### src/rtl/core/ckpc_pkg.sv
// ----------------------------------------------------------------------------
// ckpc_pkg
// Types, register map and colour helpers for the chroma-key compositor.
// ----------------------------------------------------------------------------
`default_nettype none

package ckpc_pkg;

  // APB address width: six registers at word spacing
  localparam int unsigned ADDR_W  = 5;
  localparam int unsigned DATA_W  = 32;
  // Alpha is eight fractional bits, one quotient bit per divider cell
  localparam int unsigned ALPHA_W = 8;
  localparam int unsigned N_CELLS = ALPHA_W;

  // Register indices (word address bits)
  typedef enum logic [2:0] {
    REG_SOURCE_FORMAT = 3'd0,
    REG_KEY_RED       = 3'd1,
    REG_KEY_GREEN     = 3'd2,
    REG_KEY_BLUE      = 3'd3,
    REG_KEY_TOLERANCE = 3'd4,
    REG_FEATHER_WIDTH = 3'd5
  } reg_idx_t;

  // Source formats
  localparam logic FMT_RGB888 = 1'b0;
  localparam logic FMT_RGB565 = 1'b1;

  // Configuration as seen by the datapath
  typedef struct packed {
    logic       source_format;
    logic [7:0] key_red;
    logic [7:0] key_green;
    logic [7:0] key_blue;
    logic [7:0] key_tolerance;
    logic [7:0] feather_width;
  } cfg_t;

  // Pixel request travelling down the pipeline
  typedef struct packed {
    logic [7:0]         red;
    logic [7:0]         green;
    logic [7:0]         blue;
    logic [15:0]        dst;
    logic [15:0]        opaque;
    logic               keyed;
    logic               blend;
    logic [7:0]         rem;
    logic [ALPHA_W-1:0] alpha;
  } item_t;

  // 5-bit channel to 8 bits by bit replication
  function automatic logic [7:0] widen5(input logic [4:0] v);
    return {v, v[4:2]};
  endfunction

  // 6-bit channel to 8 bits by bit replication
  function automatic logic [7:0] widen6(input logic [5:0] v);
    return {v, v[5:4]};
  endfunction

  function automatic logic [15:0] pack565(input logic [7:0] r, input logic [7:0] g,
                                          input logic [7:0] b);
    return {r[7:3], g[7:2], b[7:3]};
  endfunction

  function automatic logic [7:0] absdiff(input logic [7:0] a, input logic [7:0] b);
    return (a >= b) ? (a - b) : (b - a);
  endfunction

  // fg*alpha + bg*(256-alpha), rounded, divided by 256
  function automatic logic [7:0] mix(input logic [7:0] fg, input logic [7:0] bg,
                                     input logic [ALPHA_W-1:0] alpha);
    logic [8:0]  inv;
    logic [16:0] acc;
    inv = 9'd256 - {1'b0, alpha};
    acc = ({9'd0, fg} * {9'd0, alpha}) + ({9'd0, bg} * {8'd0, inv}) + 17'd128;
    return acc[15:8];
  endfunction

endpackage

`default_nettype wire

### src/rtl/core/ckpc_if.sv
// ----------------------------------------------------------------------------
// ckpc_if
// Valid/ready channels for source/destination pixels and write results.
// ----------------------------------------------------------------------------
`default_nettype none

interface ckpc_pix_in_if;
  logic        valid;
  logic        ready;
  logic [7:0]  src_red;
  logic [7:0]  src_green;
  logic [7:0]  src_blue;
  logic [15:0] src_packed;
  logic [15:0] dst_pixel;

  modport source (output valid, src_red, src_green, src_blue, src_packed, dst_pixel,
                  input ready);
  modport sink   (input valid, src_red, src_green, src_blue, src_packed, dst_pixel,
                  output ready);
endinterface

interface ckpc_pix_out_if;
  logic        valid;
  logic        ready;
  logic        write_enable;
  logic [15:0] out_pixel;

  modport source (output valid, write_enable, out_pixel, input ready);
  modport sink   (input valid, write_enable, out_pixel, output ready);
endinterface

`default_nettype wire

### src/rtl/core/chroma_key_pixel_compositor.sv
// ----------------------------------------------------------------------------
// chroma_key_pixel_compositor
// Chroma-key compositor with soft-edge alpha blend onto an RGB565 target.
// ----------------------------------------------------------------------------
// One pixel request is taken every clock and one write result leaves every
// clock, so sustained rate is one pixel per cycle under free-flowing output.
// Each pixel passes a decode/distance register, a row of eight divider
// cells that each resolve one bit of the blend alpha and pass the request on,
// and the blend/output register. Every stage holds its request independently,
// so bubbles close up under back-pressure and new pixels keep entering while
// a finished result waits. Registers are written over APB at word addresses
// 0x00..0x14 and should only be changed while the pipeline is empty.
`default_nettype none

module chroma_key_pixel_compositor (
  input  wire logic                        clk,
  input  wire logic                        rst,
  ckpc_pix_in_if.sink                      pix_in,
  ckpc_pix_out_if.source                   pix_out,
  input  wire logic                        psel,
  input  wire logic                        penable,
  input  wire logic                        pwrite,
  input  wire logic [ckpc_pkg::ADDR_W-1:0] paddr,
  input  wire logic [ckpc_pkg::DATA_W-1:0] pwdata,
  output      logic [ckpc_pkg::DATA_W-1:0] prdata,
  output      logic                        pready
);

  ckpc_pkg::cfg_t     cfg;
  ckpc_pkg::reg_idx_t reg_idx;
  logic               cfg_wr;

  logic                        front_valid;
  logic                        front_ready;
  ckpc_pkg::item_t             front_item;
  logic [ckpc_pkg::N_CELLS-1:0] cell_valid;
  logic [ckpc_pkg::N_CELLS-1:0] cell_ready;
  ckpc_pkg::item_t             cell_item [ckpc_pkg::N_CELLS];

  // register file
  assign pready  = 1'b1;
  assign reg_idx = ckpc_pkg::reg_idx_t'(paddr[4:2]);
  assign cfg_wr  = psel && penable && pwrite && pready;

  always_ff @(posedge clk) begin
    if (rst) begin
      cfg <= '0;
    end else if (cfg_wr) begin
      case (reg_idx)
        ckpc_pkg::REG_SOURCE_FORMAT: cfg.source_format <= pwdata[0];
        ckpc_pkg::REG_KEY_RED:       cfg.key_red       <= pwdata[7:0];
        ckpc_pkg::REG_KEY_GREEN:     cfg.key_green     <= pwdata[7:0];
        ckpc_pkg::REG_KEY_BLUE:      cfg.key_blue      <= pwdata[7:0];
        ckpc_pkg::REG_KEY_TOLERANCE: cfg.key_tolerance <= pwdata[7:0];
        ckpc_pkg::REG_FEATHER_WIDTH: cfg.feather_width <= pwdata[7:0];
        default: ;
      endcase
    end
  end

  // read-back
  always_comb begin
    case (reg_idx)
      ckpc_pkg::REG_SOURCE_FORMAT: prdata = {31'd0, cfg.source_format};
      ckpc_pkg::REG_KEY_RED:       prdata = {24'd0, cfg.key_red};
      ckpc_pkg::REG_KEY_GREEN:     prdata = {24'd0, cfg.key_green};
      ckpc_pkg::REG_KEY_BLUE:      prdata = {24'd0, cfg.key_blue};
      ckpc_pkg::REG_KEY_TOLERANCE: prdata = {24'd0, cfg.key_tolerance};
      ckpc_pkg::REG_FEATHER_WIDTH: prdata = {24'd0, cfg.feather_width};
      default:                     prdata = '0;
    endcase
  end

  // decode and distance
  ckpc_front u_front (
    .clk        (clk),
    .rst        (rst),
    .cfg        (cfg),
    .in_valid   (pix_in.valid),
    .in_ready   (pix_in.ready),
    .src_red    (pix_in.src_red),
    .src_green  (pix_in.src_green),
    .src_blue   (pix_in.src_blue),
    .src_packed (pix_in.src_packed),
    .dst_pixel  (pix_in.dst_pixel),
    .out_valid  (front_valid),
    .out_ready  (front_ready),
    .out_item   (front_item)
  );

  // divider row, one alpha bit per cell
  for (genvar i = 0; i < ckpc_pkg::N_CELLS; i++) begin : g_cell
    if (i == 0) begin : g_first
      ckpc_div_cell u_cell (
        .clk           (clk),
        .rst           (rst),
        .feather_width (cfg.feather_width),
        .in_valid      (front_valid),
        .in_ready      (front_ready),
        .in_item       (front_item),
        .out_valid     (cell_valid[i]),
        .out_ready     (cell_ready[i]),
        .out_item      (cell_item[i])
      );
    end else begin : g_next
      ckpc_div_cell u_cell (
        .clk           (clk),
        .rst           (rst),
        .feather_width (cfg.feather_width),
        .in_valid      (cell_valid[i-1]),
        .in_ready      (cell_ready[i-1]),
        .in_item       (cell_item[i-1]),
        .out_valid     (cell_valid[i]),
        .out_ready     (cell_ready[i]),
        .out_item      (cell_item[i])
      );
    end
  end

  // blend and output register
  ckpc_blend u_blend (
    .clk          (clk),
    .rst          (rst),
    .in_valid     (cell_valid[ckpc_pkg::N_CELLS-1]),
    .in_ready     (cell_ready[ckpc_pkg::N_CELLS-1]),
    .in_item      (cell_item[ckpc_pkg::N_CELLS-1]),
    .out_valid    (pix_out.valid),
    .out_ready    (pix_out.ready),
    .write_enable (pix_out.write_enable),
    .out_pixel    (pix_out.out_pixel)
  );

  // input only stalls when every stage is full and the result is held
  a_stall_full: assert property (@(posedge clk) disable iff (rst)
    !pix_in.ready |-> (front_valid && (&cell_valid) && pix_out.valid && !pix_out.ready))
    else $error("input stalled with a bubble in the pipeline");

endmodule

`default_nettype wire

### src/rtl/core/ckpc_front.sv
// ----------------------------------------------------------------------------
// ckpc_front
// Source decode, key distance and band classification, registered.
// ----------------------------------------------------------------------------
`default_nettype none

module ckpc_front (
  input  wire logic                clk,
  input  wire logic                rst,
  input  wire ckpc_pkg::cfg_t      cfg,
  input  wire logic                in_valid,
  output      logic                in_ready,
  input  wire logic [7:0]          src_red,
  input  wire logic [7:0]          src_green,
  input  wire logic [7:0]          src_blue,
  input  wire logic [15:0]         src_packed,
  input  wire logic [15:0]         dst_pixel,
  output      logic                out_valid,
  input  wire logic                out_ready,
  output      ckpc_pkg::item_t     out_item
);

  logic [7:0]      r, g, b;
  logic [15:0]     opaque;
  logic [7:0]      d_r, d_g, d_b, d_rg, key_dist;
  logic [8:0]      band_top;
  logic            keyed, band;
  ckpc_pkg::item_t item_next;

  // select and widen the source
  always_comb begin
    if (cfg.source_format == ckpc_pkg::FMT_RGB565) begin
      r      = ckpc_pkg::widen5(src_packed[15:11]);
      g      = ckpc_pkg::widen6(src_packed[10:5]);
      b      = ckpc_pkg::widen5(src_packed[4:0]);
      opaque = src_packed;
    end else begin
      r      = src_red;
      g      = src_green;
      b      = src_blue;
      opaque = ckpc_pkg::pack565(src_red, src_green, src_blue);
    end
  end

  // Chebyshev distance to the key colour
  always_comb begin
    d_r      = ckpc_pkg::absdiff(r, cfg.key_red);
    d_g      = ckpc_pkg::absdiff(g, cfg.key_green);
    d_b      = ckpc_pkg::absdiff(b, cfg.key_blue);
    d_rg     = (d_g > d_r) ? d_g : d_r;
    key_dist = (d_b > d_rg) ? d_b : d_rg;
    band_top = {1'b0, cfg.key_tolerance} + {1'b0, cfg.feather_width};
    keyed    = (key_dist <= cfg.key_tolerance);
    band     = (cfg.feather_width != 8'd0) && ({1'b0, key_dist} < band_top);
  end

  always_comb begin
    item_next.red    = r;
    item_next.green  = g;
    item_next.blue   = b;
    item_next.dst    = dst_pixel;
    item_next.opaque = opaque;
    item_next.keyed  = keyed;
    item_next.blend  = !keyed && band;
    // below the feather width whenever blend is set
    item_next.rem    = key_dist - cfg.key_tolerance;
    item_next.alpha  = '0;
  end

  assign in_ready = !out_valid || out_ready;

  // stage register
  always_ff @(posedge clk) begin
    if (rst) begin
      out_valid <= 1'b0;
    end else if (in_ready) begin
      out_valid <= in_valid;
    end
    if (in_valid && in_ready) begin
      out_item <= item_next;
    end
  end

  // a request is never both keyed out and blended
  a_keyed_not_blend: assert property (@(posedge clk) disable iff (rst)
    out_valid |-> !(out_item.keyed && out_item.blend))
    else $error("keyed request also marked for blending");

endmodule

`default_nettype wire

### src/rtl/core/ckpc_div_cell.sv
// ----------------------------------------------------------------------------
// ckpc_div_cell
// One restoring-division step of the alpha quotient, with its stage register.
// ----------------------------------------------------------------------------
`default_nettype none

module ckpc_div_cell (
  input  wire logic            clk,
  input  wire logic            rst,
  input  wire logic [7:0]      feather_width,
  input  wire logic            in_valid,
  output      logic            in_ready,
  input  wire ckpc_pkg::item_t in_item,
  output      logic            out_valid,
  input  wire logic            out_ready,
  output      ckpc_pkg::item_t out_item
);

  logic [8:0]      rem2;
  logic [8:0]      diff;
  logic            take;
  ckpc_pkg::item_t item_next;

  // shift remainder, trial subtract, shift quotient bit in
  always_comb begin
    rem2            = {in_item.rem, 1'b0};
    diff            = rem2 - {1'b0, feather_width};
    take            = (rem2 >= {1'b0, feather_width});
    item_next       = in_item;
    item_next.rem   = take ? diff[7:0] : rem2[7:0];
    item_next.alpha = {in_item.alpha[ckpc_pkg::ALPHA_W-2:0], take};
  end

  assign in_ready = !out_valid || out_ready;

  always_ff @(posedge clk) begin
    if (rst) begin
      out_valid <= 1'b0;
    end else if (in_ready) begin
      out_valid <= in_valid;
    end
    if (in_valid && in_ready) begin
      out_item <= item_next;
    end
  end

  // partial remainder stays below the divisor in the band
  a_rem_bounded: assert property (@(posedge clk) disable iff (rst)
    (out_valid && out_item.blend) |-> (out_item.rem < feather_width))
    else $error("divider remainder out of range");

endmodule

`default_nettype wire

### src/rtl/core/ckpc_blend.sv
// ----------------------------------------------------------------------------
// ckpc_blend
// Final selection: keyed out, alpha blend over the destination, or opaque.
// ----------------------------------------------------------------------------
`default_nettype none

module ckpc_blend (
  input  wire logic            clk,
  input  wire logic            rst,
  input  wire logic            in_valid,
  output      logic            in_ready,
  input  wire ckpc_pkg::item_t in_item,
  output      logic            out_valid,
  input  wire logic            out_ready,
  output      logic            write_enable,
  output      logic [15:0]     out_pixel
);

  logic [7:0]  bg_r, bg_g, bg_b;
  logic [7:0]  nr, ng, nb;
  logic        we_next;
  logic [15:0] pix_next;

  // blend each channel against the widened destination
  always_comb begin
    bg_r = ckpc_pkg::widen5(in_item.dst[15:11]);
    bg_g = ckpc_pkg::widen6(in_item.dst[10:5]);
    bg_b = ckpc_pkg::widen5(in_item.dst[4:0]);
    nr   = ckpc_pkg::mix(in_item.red,   bg_r, in_item.alpha);
    ng   = ckpc_pkg::mix(in_item.green, bg_g, in_item.alpha);
    nb   = ckpc_pkg::mix(in_item.blue,  bg_b, in_item.alpha);
  end

  always_comb begin
    if (in_item.keyed) begin
      we_next  = 1'b0;
      pix_next = 16'd0;
    end else if (in_item.blend) begin
      we_next  = 1'b1;
      pix_next = ckpc_pkg::pack565(nr, ng, nb);
    end else begin
      we_next  = 1'b1;
      pix_next = in_item.opaque;
    end
  end

  assign in_ready = !out_valid || out_ready;

  // output register
  always_ff @(posedge clk) begin
    if (rst) begin
      out_valid <= 1'b0;
    end else if (in_ready) begin
      out_valid <= in_valid;
    end
    if (in_valid && in_ready) begin
      write_enable <= we_next;
      out_pixel    <= pix_next;
    end
  end

  // keyed-out results carry a zero pixel
  a_keyed_zero: assert property (@(posedge clk) disable iff (rst)
    (out_valid && !write_enable) |-> (out_pixel == 16'd0))
    else $error("keyed result with non-zero pixel");

endmodule

`default_nettype wire
### src/flat_wrapper.sv
// flat-port wrapper written by rule: the top's interface ports become plain ports
module chroma_key_pixel_compositor_flat 
  (clk, rst, psel, penable, pwrite, paddr, pwdata, prdata, pready, pix_in_valid, pix_in_src_red, pix_in_src_green, pix_in_src_blue, pix_in_src_packed, pix_in_dst_pixel, pix_in_ready, pix_out_valid, pix_out_write_enable, pix_out_out_pixel, pix_out_ready);
  ckpc_pix_in_if pix_in_i ();
  ckpc_pix_out_if pix_out_i ();
  input  wire logic clk;
  input  wire logic rst;
  input  wire logic psel;
  input  wire logic penable;
  input  wire logic pwrite;
  input  wire logic [ckpc_pkg::ADDR_W-1:0] paddr;
  input  wire logic [ckpc_pkg::DATA_W-1:0] pwdata;
  output      logic [ckpc_pkg::DATA_W-1:0] prdata;
  output      logic pready;
  input wire logic [$bits(pix_in_i.valid)-1:0] pix_in_valid;
  input wire logic [$bits(pix_in_i.src_red)-1:0] pix_in_src_red;
  input wire logic [$bits(pix_in_i.src_green)-1:0] pix_in_src_green;
  input wire logic [$bits(pix_in_i.src_blue)-1:0] pix_in_src_blue;
  input wire logic [$bits(pix_in_i.src_packed)-1:0] pix_in_src_packed;
  input wire logic [$bits(pix_in_i.dst_pixel)-1:0] pix_in_dst_pixel;
  output wire logic [$bits(pix_in_i.ready)-1:0] pix_in_ready;
  output wire logic [$bits(pix_out_i.valid)-1:0] pix_out_valid;
  output wire logic [$bits(pix_out_i.write_enable)-1:0] pix_out_write_enable;
  output wire logic [$bits(pix_out_i.out_pixel)-1:0] pix_out_out_pixel;
  input wire logic [$bits(pix_out_i.ready)-1:0] pix_out_ready;
  assign pix_in_i.valid = pix_in_valid;
  assign pix_in_i.src_red = pix_in_src_red;
  assign pix_in_i.src_green = pix_in_src_green;
  assign pix_in_i.src_blue = pix_in_src_blue;
  assign pix_in_i.src_packed = pix_in_src_packed;
  assign pix_in_i.dst_pixel = pix_in_dst_pixel;
  assign pix_in_ready = pix_in_i.ready;
  assign pix_out_valid = pix_out_i.valid;
  assign pix_out_write_enable = pix_out_i.write_enable;
  assign pix_out_out_pixel = pix_out_i.out_pixel;
  assign pix_out_i.ready = pix_out_ready;
  chroma_key_pixel_compositor u_core (.clk(clk), .rst(rst), .pix_in(pix_in_i), .pix_out(pix_out_i), .psel(psel), .penable(penable), .pwrite(pwrite), .paddr(paddr), .pwdata(pwdata), .prdata(prdata), .pready(pready));
endmodule
### config.mk
export PLATFORM = sky130hd
export DESIGN_NAME = chroma_key_pixel_compositor_flat
export DESIGN_NICKNAME = d
export VERILOG_FILES = /design/src/rtl/core/ckpc_pkg.sv /design/src/rtl/core/ckpc_if.sv /design/src/rtl/core/chroma_key_pixel_compositor.sv /design/src/rtl/core/ckpc_front.sv /design/src/rtl/core/ckpc_div_cell.sv /design/src/rtl/core/ckpc_blend.sv /design/src/flat_wrapper.sv
export SDC_FILE = /design/constraint.sdc
export NUM_CORES = 2
export LEC_CHECK = 0
export BUFFER_PORTS_ARGS = -buffer_cell sky130_fd_sc_hd__buf_2
export CAP_MARGIN = 10
export CORE_MARGIN = 2
export CORE_UTILIZATION = 55
export DETAILED_ROUTE_END_ITERATION = 7
export MAX_ROUTING_LAYER = met4
export PLACE_DENSITY = 0.73
export SYNTH_ARGS = -nofsm -noshare
export SYNTH_HDL_FRONTEND = slang
export SYNTH_SLANG_ARGS = --single-unit
### constraint.sdc
create_clock -name clk -period 10.3 [get_ports clk]
set_clock_uncertainty 0.05 [all_clocks]
set_input_delay 2.06 -clock clk [delete_from_list [all_inputs] [get_ports clk]]
set_output_delay 2.06 -clock clk [all_outputs]
set_load 0.01 [all_outputs]
### Yosys cells after proc, flatten, opt, wreduce, memory -nomap -nowiden

Cells that the tools add are included.

* register bits after elaboration: 690
* bits in latches: 0
* RAM bits: 0
* ROM bits: 0
* output and inout bits: 52
* word-level logic and storage cells: 214
* memories: 0

* add/subtract/negate cells: 22
* multipliers: 6
* div/mod/pow operators: 0
* magnitude comparators: 15
* equality and inequality tests: 5
* shift-type cells: 0
* muxes and demuxes: 19
* bitwise logic cells: 0
* reduce and logical (&&, ||, !) cells: 43

Operator list (number)
* 2-to-1 mux 8 bit: 15
* subtractor 8 bit: 14
* >= comparator 9 x 8 -> 1 bit: 8
* adder 16 bit: 3
* adder 16 x 8 -> 16 bit (second input constant): 3
* multiplier 8 x 8 -> 16 bit: 3
* multiplier 8 x 9 -> 16 bit: 3
* case mux 8 bit (6 select lines): 1
* 2-to-1 mux 16 bit: 2
* >= comparator 8 bit: 3
* > comparator 8 bit: 2
* logical AND 1 bit: 14
* AND reduction 2 bit: 6
* zero test 1 bit: 11
* logical OR 1 bit: 10
* adder 8 x 8 -> 9 bit: 1
* less-than comparator 8 x 9 -> 1 bit: 1
* subtractor 9 x 8 -> 9 bit (first input constant): 1
* <= comparator 8 bit: 1
* nonzero test 8 bit: 1
* == test 3 x 2 -> 1 bit (second input constant): 2
* == test 3 bit (second input constant): 2
* == test 3 x 1 -> 1 bit (second input constant): 1
* zero test 3 bit: 1
* 2-to-1 mux 1 bit: 1

### Longest topological paths before layout

* depth in word-level cells: 12
* depth in mapped cells: 45

### Cells and area by module

From an unflattened synthesis, not the netlist that was laid out.

* cells, all modules: 3490
* area, all modules: 43357.8 µm²

Modules (own cells, without submodules)
* ckpc_div_cell: times used 8, cells an instance 142, area each 2748.9 µm²
* ckpc_blend: times used 1, cells an instance 1514, area each 13586.8 µm²
* ckpc_front: times used 1, cells an instance 603, area each 5529.1 µm²
* chroma_key_pixel_compositor: times used 1, cells an instance 237, area each 2250.9 µm²

### Worst setup path after synthesis

No wires, ideal clock.

* path kind: input port to flip-flop
* start: in pix_in_src_packed[10]
* end: reg u_core.u_front.out_item[15] (netlist name) (data pin)
* setup time: 0.258 ns
* data arrival time: 9.398 ns
* setup slack: 0.594 ns
* stages on the path: 40
* path buffers: 1
* cells stage by stage: nand2_1 -> o21a_1 -> inv_1 -> fa_1 -> nand3_1 -> a31oi_1 -> nor3_2 -> mux2_2 -> a21oi_1 -> o211ai_1 -> a21oi_1 -> o21ai_0 -> xor2_1 -> ha_1 -> nand2_1 -> nor2_1 -> nand4_1 -> o21ai_0 -> [... 4 more ...] -> nand4_1 -> nor2_1 -> a211o_1 -> a21boi_0 -> a41oi_1 -> nor3_1 -> clkbuf_1 -> nand2_1 -> o21ai_0 -> ha_1 -> a21o_1 -> a31oi_1 -> a21boi_0 -> o2bb2ai_1 -> a21oi_1 -> o21ai_0 -> a21oi_1 -> xnor2_1

RTL lines
* start, declared: line flat_wrapper.sv:19 `input wire logic [$bits(pix_in_i.src_packed)-1:0] pix_in_src_packed;`
* end signal, assigned: line ckpc_front.sv:80 `out_item <= item_next;`
* end, declared: line ckpc_front.sv:20 `output ckpc_pkg::item_t out_item`

==> results <==
- The run finished with clean final reports.
- The first TritonRoute pass finished after 5 iterations.
- Pin placement for this block handled between 150 and 200 I/O pins.
- VDD sags by at most 0.119 mV.
- The portion of the post-synthesis area used by sequential elements is 43.8%.
- The areal power density over the cells is roughly 140 nW/um^2.
- The average wire length per cell after detail routing is 18.4 um.
- The layout cell share with drive strength beyond 1 is under 10%.
- The die covers between 60000 and 70000 um^2.
- The net count of the finished layout is 3920.
- The via density per instance is 5.34.
- The floorplan step defined a core boundary enclosing 65500 um^2.
- The clock root buffer is clkbuf_16.
- The count of standard-cell rows is 94.
- Across the run, the number of max-cap violations was 0.
- The final cell area excluding filler cells is 39800 um^2.
- The leading area contributor after synthesis is edfxtp_1.
- The number of enable flip-flop cells after synthesis is approximately 500.
- The tightest min-delay check is of the register to register type.
- The number of clock buffers added by TritonCTS is between 50 and 60.
- The startpoint type of the worst setup path is a primary input.
- The register clock-pin slew on the reported worst setup and hold paths is 0.06 ns.
- The slowest cell on the critical path is fa_1.
- The first-pass GRT wire length is 121000 um.
- The clock tree from TritonCTS is done.
- The synthesized area is 36300 um^2.
- In this run the static leakage power is 0.0170 uW.
- At the pin with the least slew margin, the transition time is between 1 and 1.5 ns.
- During placement, the flow inserted port buffers numbering 100.
- Of the post-synthesis cell area, the dominant cell type holds 41.0%.
- The clock passes through at most 3 buffers.
- Global routing used 23.6% of the available tracks.
- The final-report hold violation count is 0.
- The share of synthesized flip-flops with an asynchronous set or reset is 0%.
- Entering global routing, the biggest net connects 58 pins.
- The overall die height is 261 um.
- The starting DRC count in detailed routing is 1208.
- The total number of vias is 21.8k.
- Sorting the synthesized cells by area gives the leading types as edfxtp_1 41%, fa_1 17%, ha_1 11%.
- The cell class contributing the biggest share of worst-path delay is compound AO/OA/AOI/OAI gates.
- inv_1 is the most common cell in the netlist.
- Routability-driven placement finished with a final weighted congestion of 0.949.
- The layout has 5111 filler cells.
- Measured along the x axis, the die boundary spans 261 um.
- The worst setup path is captured at a register.
- The clock tree synthesis step divided the H-tree into 2 levels.
- The mean area per synthesized cell is 11.9 um^2.
- The top flip-flop cell by instance count after synthesis is edfxtp_1.
- The wire-length estimate of the detail-placed layout is 57200 um.
- In the final layout, the multi-input gates occupy 18000 um^2.
- Setup violations remaining at the end of the flow were counted as 0.
- Buffers added to address setup during post-CTS repair amount to 0.
- The maximum fanout encountered on the critical timing path is 6.
- The final cycle utilization of the critical path is 92.0%.
- The number of warning messages in the yosys log is 0.
- Synthesis inferred 546 register bits.
- CTS saw approximately 550 sinks.
- By count the netlist is led by 545 x inv_1, 495 x edfxtp_1, 329 x ha_1.
- The remaining global-route overflow is 0.
- Adding up every negative setup slack in the final design gives 0 ns.
- The shortest clock period the worst path allows after layout is 9.47 ns.
- The count of pins over their slew limit is 0.
- The synthesis-to-finish area growth is 9.67%.
- The initial standard-cell utilization of the core is 55.3%.
- The arrival time at the worst endpoint is roughly 9.8 ns.
- In the routed design, unresolved DRC markers number 0.
- The worst setup path is of the primary input to register kind.
- STA puts the critical path data required time at 10.61 ns.
- 0 antenna diodes ended up in the layout.
- The number of instances in the synthesized netlist is a little over 3k.
- The source-to-sink clock delay at the later pin of the worst-skew pair is 0.62 ns.
- Together, buffers and inverters on the worst path number 7.
- Headroom to the max-slew limit came out at between 30% and 40%.
- After detailed placement, the total cell area comes to 37900 um^2.
- The overall routed net length is 75000 um.
- The maximum clock rate is 0.106 GHz.
- The initial antenna violation count is 0.
- The count of different cell masters after synthesis is a little over 70.
- The via count of the first global-routing pass was 23.0k.
- The delay of the slowest cell on the worst path is just over 0.4 ns.
- Setup repair after global routing left no endpoint under its margin.
- The count of nets left with antenna violations once routing finished came out at 0.
- The sequential cells in the finished layout cover a total of 15900 um^2.
[routing by layer]
| metal | global-route usage, % | routed length, um |
|---|---|---|
| met3 | 3.30 | 3800 |
| met1 | 29.0 | 31200 |
| met5 | - | 0 |
| met4 | 7.87 | 2440 |
| met2 | 40.1 | 37600 |
[worst reg2reg max path, delay by kind of cell, from the launching register on]
kind / cells / cell delay, ns
buffers and inverters: 4 / 0.79
adder cells (fa/ha/maj): 5 / 1.58
multiplexers: 2 / 0.82
AO/OA/AOI/OAI: 20 / 3.72
XOR/XNOR: 2 / 0.36
flip-flops: 1 / 0.58
AND/OR/NAND/NOR: 8 / 0.73
[power breakdown]
part / total (uW) / internal, uW / leakage, uW / switching (uW)
clock network: 1990 / 1140 / 0.000883 / 843
logic: 930 / 408 / 0.0112 / 522
registers: 2550 / 2510 / 0.00494 / 35.8
[final cells by class]
type,count,share of cell area [%]
Inverter,546,5.15
Clock buffer,60,3.51
Timing Repair Buffer,154,2.28
Tap cell,864,2.72
Sequential cell,546,39.9
Multi-Input combinational cell,1872,45.3
Clock inverter,43,1.10
[final timing paths]
path	startpoint	endpoint	slack, ns	cells past startpoint
worst max-delay path	pix_in_src_packed[13]	u_core.u_front.out_item[15]	0.83	46
worst min-delay path	u_core.g_cell[3].g_next.u_cell.out_item[3]	u_core.g_cell[4].g_next.u_cell.out_item[4]	0.35	0
worst max register to register	u_core.cfg[40]	u_core.u_front.out_item[15]	1.41	41
worst min register to register	u_core.g_cell[3].g_next.u_cell.out_item[3]	u_core.g_cell[4].g_next.u_cell.out_item[4]	0.35	0
[what timing repair did]
action | 4_1_cts | 5_1_grt
gates resized for setup | 0 | 2
setup endpoints to repair | 0 | 1
hold buffers | 0 | 0
[cell families (layout without fill, tap and decap cells)]
logic type               count (synthesis)  in the layout  synth area share (%)
multiplexers                           106            106                  2.97
AND/OR/NAND/NOR                        677            677                  9.38
buffers and inverters                  652            803                  7.01
adder cells (fa/ha/maj)                647            647                  28.9
other                                    2             25                0.0207
XOR/XNOR                                86             86                  2.08
AO/OA/AOI/OAI                          331            331                  5.87
flip-flops                             546            546                  43.8
[registers in the layout, indices dropped and copies added (netlist names)]
register,count
u_core.g_cell.g_next.u_cell.out_item,377
u_core.g_cell.g_first.u_cell.out_item,51
u_core.u_front.out_item,50
u_core.cfg,41
u_core.u_blend.out_pixel,16
u_core.g_cell.g_next.u_cell.out_valid,7
u_core.g_cell.g_first.u_cell.out_valid,1
u_core.u_blend.out_valid,1
u_core.u_blend.write_enable,1
u_core.u_front.out_valid,1
[cells in the final DEF, fill, tap and decap left out, types with 30 or more instances in the layout]
master,synthesis,layout
nand2_1,217,217
ha_1,329,329
xnor2_1,55,55
a21oi_1,72,72
nor2_1,119,119
inv_1,545,545
buf_2,1,100
buf_4,25,54
clkbuf_16,0,55
xor2_1,31,31
and2_1,207,206
edfxtp_1,495,495
nor2b_1,34,30
dfxtp_1,51,51
o21ai_0,95,94
fa_1,316,316
mux2i_1,93,93
[per-stage QoR]
stage	hold WS, ns	util, %	power, uW	setup WS [ns]	cells
6_report	0.347	60.7	5460	0.826	4085
5_1_grt	0.353	60.7	5710	0.111	4085
4_1_cts	0.345	60.7	5500	0.677	4085
3_5_place_dp	0.355	57.9	3510	0.0599	3982
3_3_place_gp	0.351	57.9	3470	0.170	3982
2_1_floorplan	0.350	-	3230	0.594	3070
No activity file was read; power rests on OpenSTA's default activity.
